===== config.mk =====
export PLATFORM = sky130hd
export DESIGN_NAME = omni_drive_command_mapper_top
export DESIGN_NICKNAME = d
export VERILOG_FILES = /design/src/rtl/omd_pkg.sv /design/src/rtl/omd_mul.sv /design/src/rtl/omni_drive_command_mapper_top.sv
export SDC_FILE = /design/constraint.sdc
export NUM_CORES = 2
export LEC_CHECK = 0
export BUFFER_PORTS_ARGS = -buffer_cell sky130_fd_sc_hd__buf_2
export CAP_MARGIN = 20
export CORE_ASPECT_RATIO = 1.25
export CORE_MARGIN = 2
export CORE_UTILIZATION = 30
export CTS_CLUSTER_DIAMETER = 150
export DETAILED_ROUTE_END_ITERATION = 12
export SYNTH_ARGS = -nofsm -noshare
export SYNTH_HDL_FRONTEND = slang
export SYNTH_HIERARCHICAL = 1
export SYNTH_SLANG_ARGS = --single-unit

===== constraint.sdc =====
create_clock -name clk_i -period 29.6 [get_ports clk_i]
set_input_delay 2.96 -clock clk_i [delete_from_list [all_inputs] [get_ports clk_i]]
set_output_delay 2.96 -clock clk_i [all_outputs]
set_load 0.01 [all_outputs]

===== src/rtl/omd_pkg.sv =====
`default_nettype none

package omd_pkg;

  localparam int unsigned IN_W  = 24;
  localparam int unsigned OUT_W = 48;
  localparam int unsigned OP_W  = 24;
  localparam int unsigned PRD_W = 48;

  typedef enum logic [2:0] {
    CMD_MODE      = 3'd0,
    CMD_STOP      = 3'd1,
    CMD_TRANSLATE = 3'd2,
    CMD_TRACTOR   = 3'd3,
    CMD_SPIN_L    = 3'd4,
    CMD_SPIN_R    = 3'd5,
    CMD_KNOB_BTN  = 3'd6,
    CMD_KNOB_VAL  = 3'd7
  } cmd_e;

  typedef enum logic [1:0] {
    KACT_NONE  = 2'd0,
    KACT_WRITE = 2'd1,
    KACT_CLEAR = 2'd2
  } knob_act_e;

  typedef enum logic [1:0] {
    MODE_OFF  = 2'd0,
    MODE_FULL = 2'd1,
    MODE_HALF = 2'd2
  } drive_mode_e;

  // velocity slots, also the column order of the wheel matrix
  localparam logic [1:0] VEL_X    = 2'd0;
  localparam logic [1:0] VEL_Y    = 2'd1;
  localparam logic [1:0] VEL_SPIN = 2'd2;

  // signed q16 velocity gains
  localparam logic signed [OP_W-1:0] K_TRANS = 24'sd264176;
  localparam logic signed [OP_W-1:0] K_TRACT = 24'sd1769;
  localparam logic signed [OP_W-1:0] K_SPIN  = 24'sd694;

  localparam logic signed [PRD_W-1:0] VEL_HI    = 48'sd8388607;
  localparam logic signed [PRD_W-1:0] VEL_LO    = -48'sd8388608;
  localparam logic signed [PRD_W-1:0] RPM_HI    = 48'sd100;
  localparam logic signed [PRD_W-1:0] RPM_LO    = -48'sd100;
  localparam logic signed [PRD_W-1:0] RPM_HALF  = 48'sd536870912;

  // wheel matrix with the rpm factor folded in, signed q16
  function automatic logic signed [OP_W-1:0] wheel_coef(input logic [1:0] whl,
                                                        input logic [1:0] col);
    logic signed [OP_W-1:0] c;
    unique case ({whl, col})
      4'b0000: c = -24'sd6884;
      4'b0001: c = -24'sd14707;
      4'b0010: c = 24'sd1706806;
      4'b0100: c = -24'sd6884;
      4'b0101: c = 24'sd14707;
      4'b0110: c = 24'sd1706806;
      4'b1000: c = 24'sd16271;
      4'b1001: c = 24'sd0;
      4'b1010: c = 24'sd2356973;
      default: c = 24'sd0;
    endcase
    return c;
  endfunction

endpackage

`default_nettype wire


===== src/rtl/omd_mul.sv =====
`default_nettype none

module omd_mul import omd_pkg::*; (
  input  wire logic                    clk_i,
  input  wire logic signed [OP_W-1:0]  a_i,
  input  wire logic signed [OP_W-1:0]  b_i,
  output logic signed [PRD_W-1:0]      p_o
);

  logic signed [PRD_W-1:0] p_q;

  always_ff @(posedge clk_i) begin
    p_q <= a_i * b_i;
  end

  assign p_o = p_q;

endmodule

`default_nettype wire


===== src/rtl/omni_drive_command_mapper_top.sv =====
`default_nettype none

// Pad event to omni drive goal mapper. One result item comes out per input item, always
// carrying all four goals and the drive mode after the event. Mode, stop and knob events
// go from acceptance through the decode and finish states back to ready; translate and
// tractor events add 11 products and spin events 10, which go one per
// cycle through the single shared 24x24 multiplier (one or two velocity updates, then the
// nine terms of the wheel matrix), followed by rounding, the 100 rpm check and the goal
// write. The block takes no new item while it works on one; a finished result waits in
// the output register and the block returns to ready, but the next item then holds in its
// last cycle until that register has been taken.
module omni_drive_command_mapper_top import omd_pkg::*; (
  input  wire logic              clk_i,
  input  wire logic              rst_ni,
  input  wire logic              s_axis_tvalid_i,
  output logic                   s_axis_tready_o,
  // knob_index[1:0], x_value[10:2], y_value[18:11], zero[23:19]
  input  wire logic [IN_W-1:0]   s_axis_tdata_i,
  // cmd[2:0]
  input  wire logic [2:0]        s_axis_tuser_i,
  output logic                   m_axis_tvalid_o,
  input  wire logic              m_axis_tready_i,
  // goal_left[7:0], goal_right[15:8], goal_rear[23:16], goal_head[31:24],
  // drive_mode[33:32], goals_changed[34], drive_rejected[35], knob_action[37:36],
  // knob_target[39:38], knob_value[47:40]
  output logic [OUT_W-1:0]       m_axis_tdata_o
);

  typedef enum logic [2:0] {
    S_IDLE,
    S_DEC,
    S_RUN,
    S_DRAIN,
    S_CMT,
    S_FIN
  } state_e;

  typedef struct packed {
    logic       vld;
    logic       vel;
    logic [1:0] dst;
    logic [1:0] whl;
    logic [1:0] trm;
  } op_t;

  state_e                  state_q;
  cmd_e                    cmd_q;
  logic [1:0]              idx_q;
  logic signed [8:0]       x_q;
  logic signed [7:0]       y_q;
  drive_mode_e             mode_q;
  logic signed [OP_W-1:0]  vel_q [3];
  logic signed [7:0]       goal_q [4];
  logic signed [7:0]       rpm_q [3];
  logic [1:0]              vstep_q;
  logic [1:0]              whl_q;
  logic [1:0]              trm_q;
  op_t                     op_q;
  op_t                     op_d;
  logic signed [PRD_W-1:0] acc_q;
  logic signed [PRD_W-1:0] sum_q;
  logic                    chk_vld_q;
  logic [1:0]              chk_whl_q;
  logic                    chg_q;
  logic                    rej_q;
  knob_act_e               kact_q;
  logic [1:0]              ktgt_q;
  logic signed [7:0]       kval_q;
  logic                    m_valid_q;
  logic [OUT_W-1:0]        m_data_q;

  logic signed [OP_W-1:0]  x_ext;
  logic signed [OP_W-1:0]  y_ext;
  logic signed [OP_W-1:0]  mul_a;
  logic signed [OP_W-1:0]  mul_b;
  logic signed [PRD_W-1:0] prod;
  logic signed [PRD_W-1:0] vtmp;
  logic signed [PRD_W-1:0] vrnd;
  logic signed [OP_W-1:0]  vel_new;
  logic signed [PRD_W-1:0] stmp;
  logic signed [PRD_W-1:0] rpm_full;
  logic                    rpm_over;
  logic                    enabled;
  logic                    out_free;

  assign x_ext = {{(OP_W-9){x_q[8]}}, x_q};
  assign y_ext = {{(OP_W-8){y_q[7]}}, y_q};
  assign enabled = (mode_q == MODE_FULL) || (mode_q == MODE_HALF);
  assign out_free = !m_valid_q || m_axis_tready_i;

  // operand select for the issue slot
  always_comb begin
    mul_a = '0;
    mul_b = '0;
    op_d  = '0;
    op_d.vld = (state_q == S_RUN);
    op_d.whl = whl_q;
    op_d.trm = trm_q;
    priority if (vstep_q == 2'd0) begin
      op_d.vel = 1'b1;
      if (cmd_q == CMD_TRANSLATE) begin
        mul_a = x_ext;
        mul_b = K_TRANS;
        op_d.dst = VEL_X;
      end else begin
        mul_a = -x_ext;
        mul_b = K_TRACT;
        op_d.dst = VEL_SPIN;
      end
    end else if (vstep_q == 2'd1) begin
      op_d.vel = 1'b1;
      unique case (cmd_q)
        CMD_TRANSLATE, CMD_TRACTOR: begin
          mul_a = y_ext;
          mul_b = K_TRANS;
          op_d.dst = VEL_Y;
        end
        CMD_SPIN_L: begin
          mul_a = x_ext;
          mul_b = K_SPIN;
          op_d.dst = VEL_SPIN;
        end
        default: begin
          mul_a = -x_ext;
          mul_b = K_SPIN;
          op_d.dst = VEL_SPIN;
        end
      endcase
    end else begin
      mul_a = vel_q[trm_q];
      mul_b = wheel_coef(whl_q, trm_q);
    end
  end

  omd_mul u_mul (
    .clk_i (clk_i),
    .a_i   (mul_a),
    .b_i   (mul_b),
    .p_o   (prod)
  );

  // velocity scaling: round half away from zero, then saturate
  always_comb begin
    vtmp = prod + ((mode_q == MODE_FULL) ? 48'sd2 : 48'sd4) - $signed({47'd0, prod[PRD_W-1]});
    vrnd = (mode_q == MODE_FULL) ? (vtmp >>> 2) : (vtmp >>> 3);
    if (vrnd > VEL_HI) begin
      vel_new = VEL_HI[OP_W-1:0];
    end else if (vrnd < VEL_LO) begin
      vel_new = VEL_LO[OP_W-1:0];
    end else begin
      vel_new = vrnd[OP_W-1:0];
    end
  end

  // wheel rpm rounding and limit check
  always_comb begin
    stmp     = sum_q + RPM_HALF - $signed({47'd0, sum_q[PRD_W-1]});
    rpm_full = stmp >>> 30;
    rpm_over = (rpm_full > RPM_HI) || (rpm_full < RPM_LO);
  end

  always_ff @(posedge clk_i or negedge rst_ni) begin
    if (!rst_ni) begin
      state_q   <= S_IDLE;
      cmd_q     <= CMD_MODE;
      idx_q     <= '0;
      x_q       <= '0;
      y_q       <= '0;
      mode_q    <= MODE_HALF;
      for (int i = 0; i < 3; i++) begin
        vel_q[i] <= '0;
        rpm_q[i] <= '0;
      end
      for (int i = 0; i < 4; i++) begin
        goal_q[i] <= '0;
      end
      vstep_q   <= '0;
      whl_q     <= '0;
      trm_q     <= '0;
      op_q      <= '0;
      acc_q     <= '0;
      sum_q     <= '0;
      chk_vld_q <= 1'b0;
      chk_whl_q <= '0;
      chg_q     <= 1'b0;
      rej_q     <= 1'b0;
      kact_q    <= KACT_NONE;
      ktgt_q    <= '0;
      kval_q    <= '0;
      m_valid_q <= 1'b0;
      m_data_q  <= '0;
    end else begin
      op_q      <= op_d;
      chk_vld_q <= 1'b0;

      if (m_valid_q && m_axis_tready_i) begin
        m_valid_q <= 1'b0;
      end

      // use stage of the shared multiplier
      if (op_q.vld) begin
        if (op_q.vel) begin
          vel_q[op_q.dst] <= vel_new;
        end else begin
          unique case (op_q.trm)
            2'd0: acc_q <= prod;
            2'd1: acc_q <= acc_q + prod;
            default: begin
              sum_q     <= acc_q + prod;
              chk_vld_q <= 1'b1;
              chk_whl_q <= op_q.whl;
            end
          endcase
        end
      end

      if (chk_vld_q) begin
        rpm_q[chk_whl_q] <= rpm_full[7:0];
        if (rpm_over) begin
          rej_q <= 1'b1;
        end
      end

      unique case (state_q)
        S_IDLE: begin
          if (s_axis_tvalid_i) begin
            cmd_q   <= cmd_e'(s_axis_tuser_i);
            idx_q   <= s_axis_tdata_i[1:0];
            x_q     <= s_axis_tdata_i[10:2];
            y_q     <= s_axis_tdata_i[18:11];
            state_q <= S_DEC;
          end
        end
        S_DEC: begin
          chg_q   <= 1'b0;
          rej_q   <= 1'b0;
          kact_q  <= KACT_NONE;
          ktgt_q  <= '0;
          kval_q  <= '0;
          whl_q   <= '0;
          trm_q   <= '0;
          vstep_q <= ((cmd_q == CMD_TRANSLATE) || (cmd_q == CMD_TRACTOR)) ? 2'd0 : 2'd1;
          state_q <= S_FIN;
          if (cmd_q == CMD_MODE) begin
            if (x_q != '0) begin
              unique case (mode_q)
                MODE_OFF:  mode_q <= MODE_FULL;
                MODE_FULL: mode_q <= MODE_HALF;
                default:   mode_q <= MODE_OFF;
              endcase
            end
          end else if (enabled) begin
            unique case (cmd_q)
              CMD_STOP: begin
                goal_q[0] <= '0;
                goal_q[1] <= '0;
                goal_q[2] <= '0;
                chg_q     <= 1'b1;
                kact_q    <= KACT_CLEAR;
              end
              CMD_TRANSLATE, CMD_TRACTOR, CMD_SPIN_L, CMD_SPIN_R: begin
                state_q <= S_RUN;
              end
              CMD_KNOB_BTN: begin
                if (x_q != '0) begin
                  goal_q[idx_q] <= '0;
                  chg_q         <= 1'b1;
                  kact_q        <= KACT_WRITE;
                  ktgt_q        <= idx_q;
                end
              end
              default: begin
                goal_q[idx_q] <= x_q[7:0];
                chg_q         <= 1'b1;
              end
            endcase
          end else if (cmd_q == CMD_KNOB_VAL) begin
            kact_q <= KACT_WRITE;
            ktgt_q <= idx_q;
            kval_q <= goal_q[idx_q];
          end
        end
        S_RUN: begin
          if (vstep_q != 2'd2) begin
            vstep_q <= vstep_q + 2'd1;
          end else if (trm_q == 2'd2) begin
            trm_q <= '0;
            whl_q <= whl_q + 2'd1;
            if (whl_q == 2'd2) begin
              state_q <= S_DRAIN;
            end
          end else begin
            trm_q <= trm_q + 2'd1;
          end
        end
        S_DRAIN: begin
          if (chk_vld_q && (chk_whl_q == 2'd2)) begin
            state_q <= S_CMT;
          end
        end
        S_CMT: begin
          if (!rej_q) begin
            goal_q[0] <= -rpm_q[0];
            goal_q[1] <= rpm_q[1];
            goal_q[2] <= rpm_q[2];
            chg_q     <= 1'b1;
          end
          state_q <= S_FIN;
        end
        default: begin
          if (out_free) begin
            m_valid_q <= 1'b1;
            m_data_q  <= {kval_q, ktgt_q, kact_q, rej_q, chg_q, mode_q,
                          goal_q[3], goal_q[2], goal_q[1], goal_q[0]};
            state_q   <= S_IDLE;
          end
        end
      endcase
    end
  end

  assign s_axis_tready_o = (state_q == S_IDLE);
  assign m_axis_tvalid_o = m_valid_q;
  assign m_axis_tdata_o  = m_data_q;

endmodule

`default_nettype wire


# --- Yosys cells after proc, flatten, opt, wreduce, memory -nomap -nowiden ---
# Memories as Yosys holds them, arrays and structs flattened.
# Index checks and enable logic that the tools add are counted.
# Widths: inputs -> output; s select.
word_totals:
  rom_bits: 384
  out_inout_bits: 50
  reg_bits: 379
  mem_count: 1
mem_list:
  columns: ["memory", "depth", "width", "rd", "rd_clocked_by_memory_dff", "wr", "line", "source"]
  rows:
  - ["(no name shown)", 16, 24, 1, 0, 0, "omd_pkg.sv:53", "unique case ({whl, col})"]
op_classes:
  n_eq_ne: 31
  add_sub_neg: 10
  multipliers: 1
  n_lt_le_gt_ge: 11
  reduce_logical: 41
  bitwise: 11
  n_mux: 87
op_table:
  columns: ["cell", "n"]
  rows:
  - ["$mux 24", 11]
  - ["$mux 32", 3]
  - ["$pmux 24 s2", 2]
  - ["$pmux 48 s2", 1]
  - ["$sub 48x2->48", 2]
  - ["$bwmux 72", 1]
  - ["$pmux 24 s3", 1]
  - ["$mux 8", 7]
  - ["$add 48x31->48 const B", 1]
  - ["$add 48x4->48", 1]
  - ["$add 48x48->48", 1]
  - ["$bmux 24 s2", 1]
  - ["$demux 24 s2", 1]
  - ["$mul 24x24->48", 1]
  - ["$gt 46x24->1 const B", 1]
  - ["$lt 46x24->1 const B", 1]
  - ["$mux 45", 1]
  - ["$mux 19", 2]
  - ["$mux 3", 12]
  - ["$and 32x32->32", 1]
  - ["$bwmux 32", 1]
  - ["$demux 8 s2", 2]
  - ["$not 32->32", 1]
  - ["$mux 2", 14]
  - ["39 further kinds", 122]

# --- Depth between registers and ports, before layout ---
depth:
  word_depth: 12
  mapped_depth: 37
  depth_no_buf: 34

# --- Cells and area by module ---
# Netlist, hierarchy kept.
by_module_without_submodules:
  columns: ["mod", "cells_each", "seq_area_each_um2", "area_each_um2", "n_inst"]
  rows:
  - ["omni_drive_command_mapper_top", 2800, 8284.2, 23568.9, 1]
  - ["omd_mul", 2362, 960.9, 22243.8, 1]

# --- Least setup slack after synthesis ---
# No wires, ideal clock.
synth_timing:
  path_type: "reg-to-reg"
  from: "reg trm_q[1]"
  to: "reg u_mul.p_q[45] (netlist: u_mul/p_o[45])"
  path_slack_ns: 20.074
  path_stages_with_launch: 32
  arrival_time_ns: 9.454
  t_required_ns: 29.528
  setup_ns: 0.072
  period_less_slack_ns: 9.526
  path_buffers: 4
  path_cell_list: "dfrtp_1 > buf_1 > clkbuf_1 > buf_1 > inv_1 > ha_1 > nor2b_1 > o21ai_0 > a31oi_1 > or2_2 > clkbuf_1 > and2_1 > fa_1 > fa_1 > inv_1 > fa_1 > inv_1 > fa_1 > fa_1 > fa_1 > inv_1 > fa_1 > inv_1 > ha_1 > a21o_1 > a21o_1 > a21oi_1 > o21bai_1 > a21oi_1 > o21ai_0 > nor3_1 > xnor2_1"
synth_between:
  elab_cells_between_ends: 10
  classes_between: "1 x mul; 7 x mux; 1 x bitwise; 1 x memory"
synth_lines:
  columns: ["element", "line", "source"]
  rows:
  - ["from (decl)", "omni_drive_command_mapper_top.sv:57", "logic [1:0] trm_q;"]
  - ["from (signal assigned)", "omni_drive_command_mapper_top.sv:293", "trm_q <= trm_q + 2'd1;"]
  - ["$mem_v2 16x24", null, null]
  - ["$mux 24", "omni_drive_command_mapper_top.sv:110", "end else if (vstep_q == 2'd1) begin"]
  - ["$mux 24", "omni_drive_command_mapper_top.sv:99", "priority if (vstep_q == 2'd0) begin"]
  - ["net mul_b[11]", "omni_drive_command_mapper_top.sv:75", "logic signed [OP_W-1:0] mul_b;"]
  - ["$mul 24x24->48", "omd_mul.sv:13", "p_q <= a_i * b_i;"]
  - ["to (signal assigned)", "omd_mul.sv:13", null]
  - ["to (decl)", "omd_mul.sv:10", "logic signed [PRD_W-1:0] p_q;"]
# The timed path passes the listed nets, and every way through them passes these cells. The select of a mux whose other input is x is not followed.
# A chain may end at the register's enable or synchronous reset.

# --- Worst setup path in the final report ---
layout_timing:
  from: "reg x_q[1]"
  to: "reg u_mul.p_q[45] (netlist: u_mul/p_o[45])"
layout_between:
  elab_chain_len: 5
  elab_cells_between_ends: 6
  classes_between: "1 x add/sub; 1 x mul; 4 x mux"
layout_lines:
  columns: ["element", "line", "source"]
  rows:
  - ["from (decl)", "omni_drive_command_mapper_top.sv:49", "logic signed [8:0] x_q;"]
  - ["from (signal assigned)", "omni_drive_command_mapper_top.sv:229", "x_q <= s_axis_tdata_i[10:2];"]
  - ["$neg 9->24 *", "omni_drive_command_mapper_top.sv:106, omni_drive_command_mapper_top.sv:124", null]
  - ["$pmux 24 s2", "omni_drive_command_mapper_top.sv:112", "unique case (cmd_q)"]
  - ["$mux 24", "omni_drive_command_mapper_top.sv:110", null]
  - ["$mux 24 *", "omni_drive_command_mapper_top.sv:99", null]
  - ["net mul_a[23]", "omni_drive_command_mapper_top.sv:74", "logic signed [OP_W-1:0] mul_a;"]
  - ["$mul 24x24->48 *", "omd_mul.sv:13", null]
# Mark *: on every way through the listed nets, which the timed path passes. The rest lies on a longest branch.

==> flow_metrics.tcl <==
set metrics [dict create \
    ys_top_cells_by_count "inv_1 (788), nand2_1 (610), fa_1 (609)" \
    max-cap-violations 0 \
    crit_top_cell "fa_1" \
    synthArstFlopShare 0.873 \
    hold_viol 0 \
    comb_power_share 0.010 \
    cts.repair.resized 0 \
    syn-num-nets 6092 \
    cts_sinks 379 \
    grt_antenna_before_repair 4 \
    syn_avg_cell_area_um2 8.87 \
    hold_path_class "flop to flop" \
    synth.most_common_cell "inv_1" \
    vias 36200 \
    required_ps 30110 \
    ys_types 94 \
    cp.depth 30 \
    dp_hpwl_mm 101 \
    io_buffers 75 \
    rsz0062_at_grt "no" \
    ys_top_cells_by_area "fa_1 (27%), dfrtp_1 (18%), ha_1 (7.9%)" \
    worst-path-buf-inv 5 \
    ys.flop_type "dfrtp_1" \
    core_area_mm2 0.152 \
    dieWidth_um 354 \
    start_util 0.302 \
    pwr-share-seq 0.449 \
    routed_wl_mm 130 \
    worst_pin_slew_ps 1150 \
    initialDrtViolationCount 2289 \
    crit_path_top_delay_cell "fa_1" \
    yosysWarnings 6 \
    max_slew_margin 0.233 \
    clkPwrFrac 0.541 \
    drive_above_1_share 0.0742 \
    gp_congestion 0.971 \
    path_class "flop to flop" \
    tns_ps 0 \
    cts_tree "built" \
    critPathMaxFanout 24 \
    grt_max_degree 179 \
    ant_nets 0 \
    critical-path-max-stage-delay_ps 860 \
    outcome "finished, final reports clean" \
    yosysTopAreaCellShare 0.266 \
    synth_edf_count 0 \
    diodes 0 \
    grt_first_pass_wirelength_mm 208 \
    postCtsSetupBuffers 0 \
    internal_power_mw 0.898 \
    clockRootBuffer "clkbuf_16" \
    crit_path_start_kind "flop" \
    vias_per_cell 5.06 \
    core.rowCount 160 \
    period_needed_ps 10380 \
    clk_latency_ps 600 \
    r2r_cells 30 \
    syn_area_mm2 0.0458 \
    critPathArrivalTime_ps 10890 \
    power_mw 1.15 \
    postSynthCellCount 5162 \
    numCtsBuffers 42 \
    ys_seq_elements 379 \
    p_leak_nw 24.3 \
    cellPowerDensity_mw_per_mm2 22.9 \
    drc 0 \
    clock_path_buffers 3 \
    fin_ws_ps 19220 \
    drt_pre_antenna_iters 7 \
    hold_buffers 0 \
    area_delta_synth_final_pct 9.45 \
    fin_skew_ps 22.3 \
    grt_use_total 0.167 \
    ios 81 \
    fillers 15800 \
    switchingPower_mw 0.252 \
    clkTransAtPathRegs_ps 60 \
    clock.fmax_mhz 96.3 \
    fin_nets 6030 \
    fin_crit_sh 0.351 \
    die_area_mm2 0.156 \
    slew_violations 0 \
    setup_viol 0 \
    ctsHtreeMaxLevel 2 \
    finish.utilization 0.330 \
    yosysSeqAreaShare 0.202 \
    pre_cts_ws_ps 19120 \
    cp-end-kind "flop" \
    cp_top_family "adder cells" \
    swShare 0.219 \
    hold_depth 2 \
    die_h_um 441 \
    first_global_vias 37300 \
    ir_worst_vdd_mv 0.0386 \
    routedWlPerCell_um 18.2 \
    yosysTopAreaCell "fa_1" \
    grt_overflow_total 0 \
]
==> area by class of cell <==
| class | instances | area [µm²] | area share |
|---|---|---|---|
| tap | 2025 | 2530 | 0.0505 |
| clock buffer | 48 | 1130 | 0.0226 |
| timing repair buffer | 144 | 936 | 0.0187 |
| sequential | 379 | 9250 | 0.184 |
| clock inverter | 30 | 519 | 0.0104 |
| multi-input combinational | 3743 | 32800 | 0.654 |
| inverter | 790 | 2970 | 0.0591 |
==> registers in the layout (all words and copies together) (netlist names), 8 cells and up <==
register / flops
vel_q: 72
acc_q: 48
m_axis_tdata_o: 48
sum_q: 48
u_mul/p_o: 48
goal_q: 32
rpm_q: 24
x_q: 9
kval_q: 8
op_q: 8
y_q: 8
==> path summary, 6_finish.rpt <==
| path | startpoint | end | slack, ps |
|---|---|---|---|
| worst max-delay path | x_q[1]$_DFFE_PN0P_ | u_mul/p_o[45]$_DFF_P_ | 19220 |
| worst min-delay path | sum_q[0]$_DFFE_PN0P_ | sum_q[0]$_DFFE_PN0P_ | 470 |
| worst max register to register | x_q[1]$_DFFE_PN0P_ | u_mul/p_o[45]$_DFF_P_ | 19220 |
| worst min register to register | sum_q[0]$_DFFE_PN0P_ | sum_q[0]$_DFFE_PN0P_ | 470 |
| max in group asynchronous | rst_ni | x_q[1]$_DFFE_PN0P_ | 25740 |
| min in group asynchronous | rst_ni | sum_q[44]$_DFFE_PN0P_ | 2360 |
==> metrics by stage <==
| step | cells | cell area [µm²] | hold WS [ps] |
|---|---|---|---|
| 3_5_place_dp | 7080 | 48500 | 460 |
| 3_3_place_gp | 7078 | 48400 | 451 |
| 6_report | 7159 | 50100 | 475 |
| 4_1_cts | 7158 | 50100 | 477 |
| 2_1_floorplan | 5162 | 45800 | 352 |
| 5_1_grt | 7159 | 50100 | 490 |
==> power groups by stage <==
stage	clock, mW	sequential, mW	combinational [mW]
2_1_floorplan	0	0.527	0.0000470
3_3_place_gp	0	0.527	0.0118
3_5_place_dp	0	0.527	0.0120
4_1_cts	0.636	0.517	0.0120
5_1_grt	0.656	0.516	0.0133
6_report	0.622	0.517	0.0112
==> worst reg2reg max path, delay by kind of cell (launching register included) <==
| kind | cells | cell delay (ps) |
|---|---|---|
| adder cells (fa/ha/maj) | 8 | 4550 |
| AND/OR/NAND/NOR | 7 | 2060 |
| AO/OA/AOI/OAI | 9 | 1880 |
| buffers and inverters | 5 | 1080 |
| flip-flops | 1 | 550 |
| XOR/XNOR | 1 | 160 |
==> kinds of logic (layout without fill, tap and decap cells) <==
family,Yosys count,count (layout),share of synthesized area
AND/OR/NAND/NOR,1528,1528,0.157
buffers and inverters,1040,1012,0.0858
AO/OA/AOI/OAI,1030,1030,0.147
adder cells (fa/ha/maj),899,899,0.345
flip-flops,379,379,0.202
XOR/XNOR,158,158,0.0304
multiplexers,128,128,0.0325
==> metal layers <==
metal | vias to the layer above | routed length, µm | track usage
li1 | 16800 | - | -
met3 | 279 | 4660 | 0.0164
met4 | 4 | 6800 | 0.0800
met5 | - | 29 | 0
met1 | 18300 | 52100 | 0.197
met2 | 845 | 66400 | 0.303
==> placed cells by master, fill, tap and decap left out, types with 16 or more instances in the layout <==
master / count
inv_1: 788
fa_1: 609
nand2_1: 608
dfrtp_1: 330
nor2_1: 297
ha_1: 290
and2_1: 277
o21ai_0: 269
a21oi_1: 235
xnor2_1: 103
mux2_2: 86
a21o_1: 76
nand3_1: 76
buf_2: 74
buf_4: 66
nor3_1: 57
a211oi_1: 56
xor2_1: 54
dfxtp_1: 48
a311oi_1: 45
clkbuf_16: 43
nand2b_1: 37
o21a_1: 37
o22ai_1: 36
mux2i_1: 34
nand4_1: 34
a22oi_1: 32
o21bai_1: 29
o211ai_1: 22
or3_1: 21
nor2b_1: 21
nor4_1: 19
and3_1: 17
o31ai_1: 16
a31oi_1: 16
(Power assumes the default switching activity.)
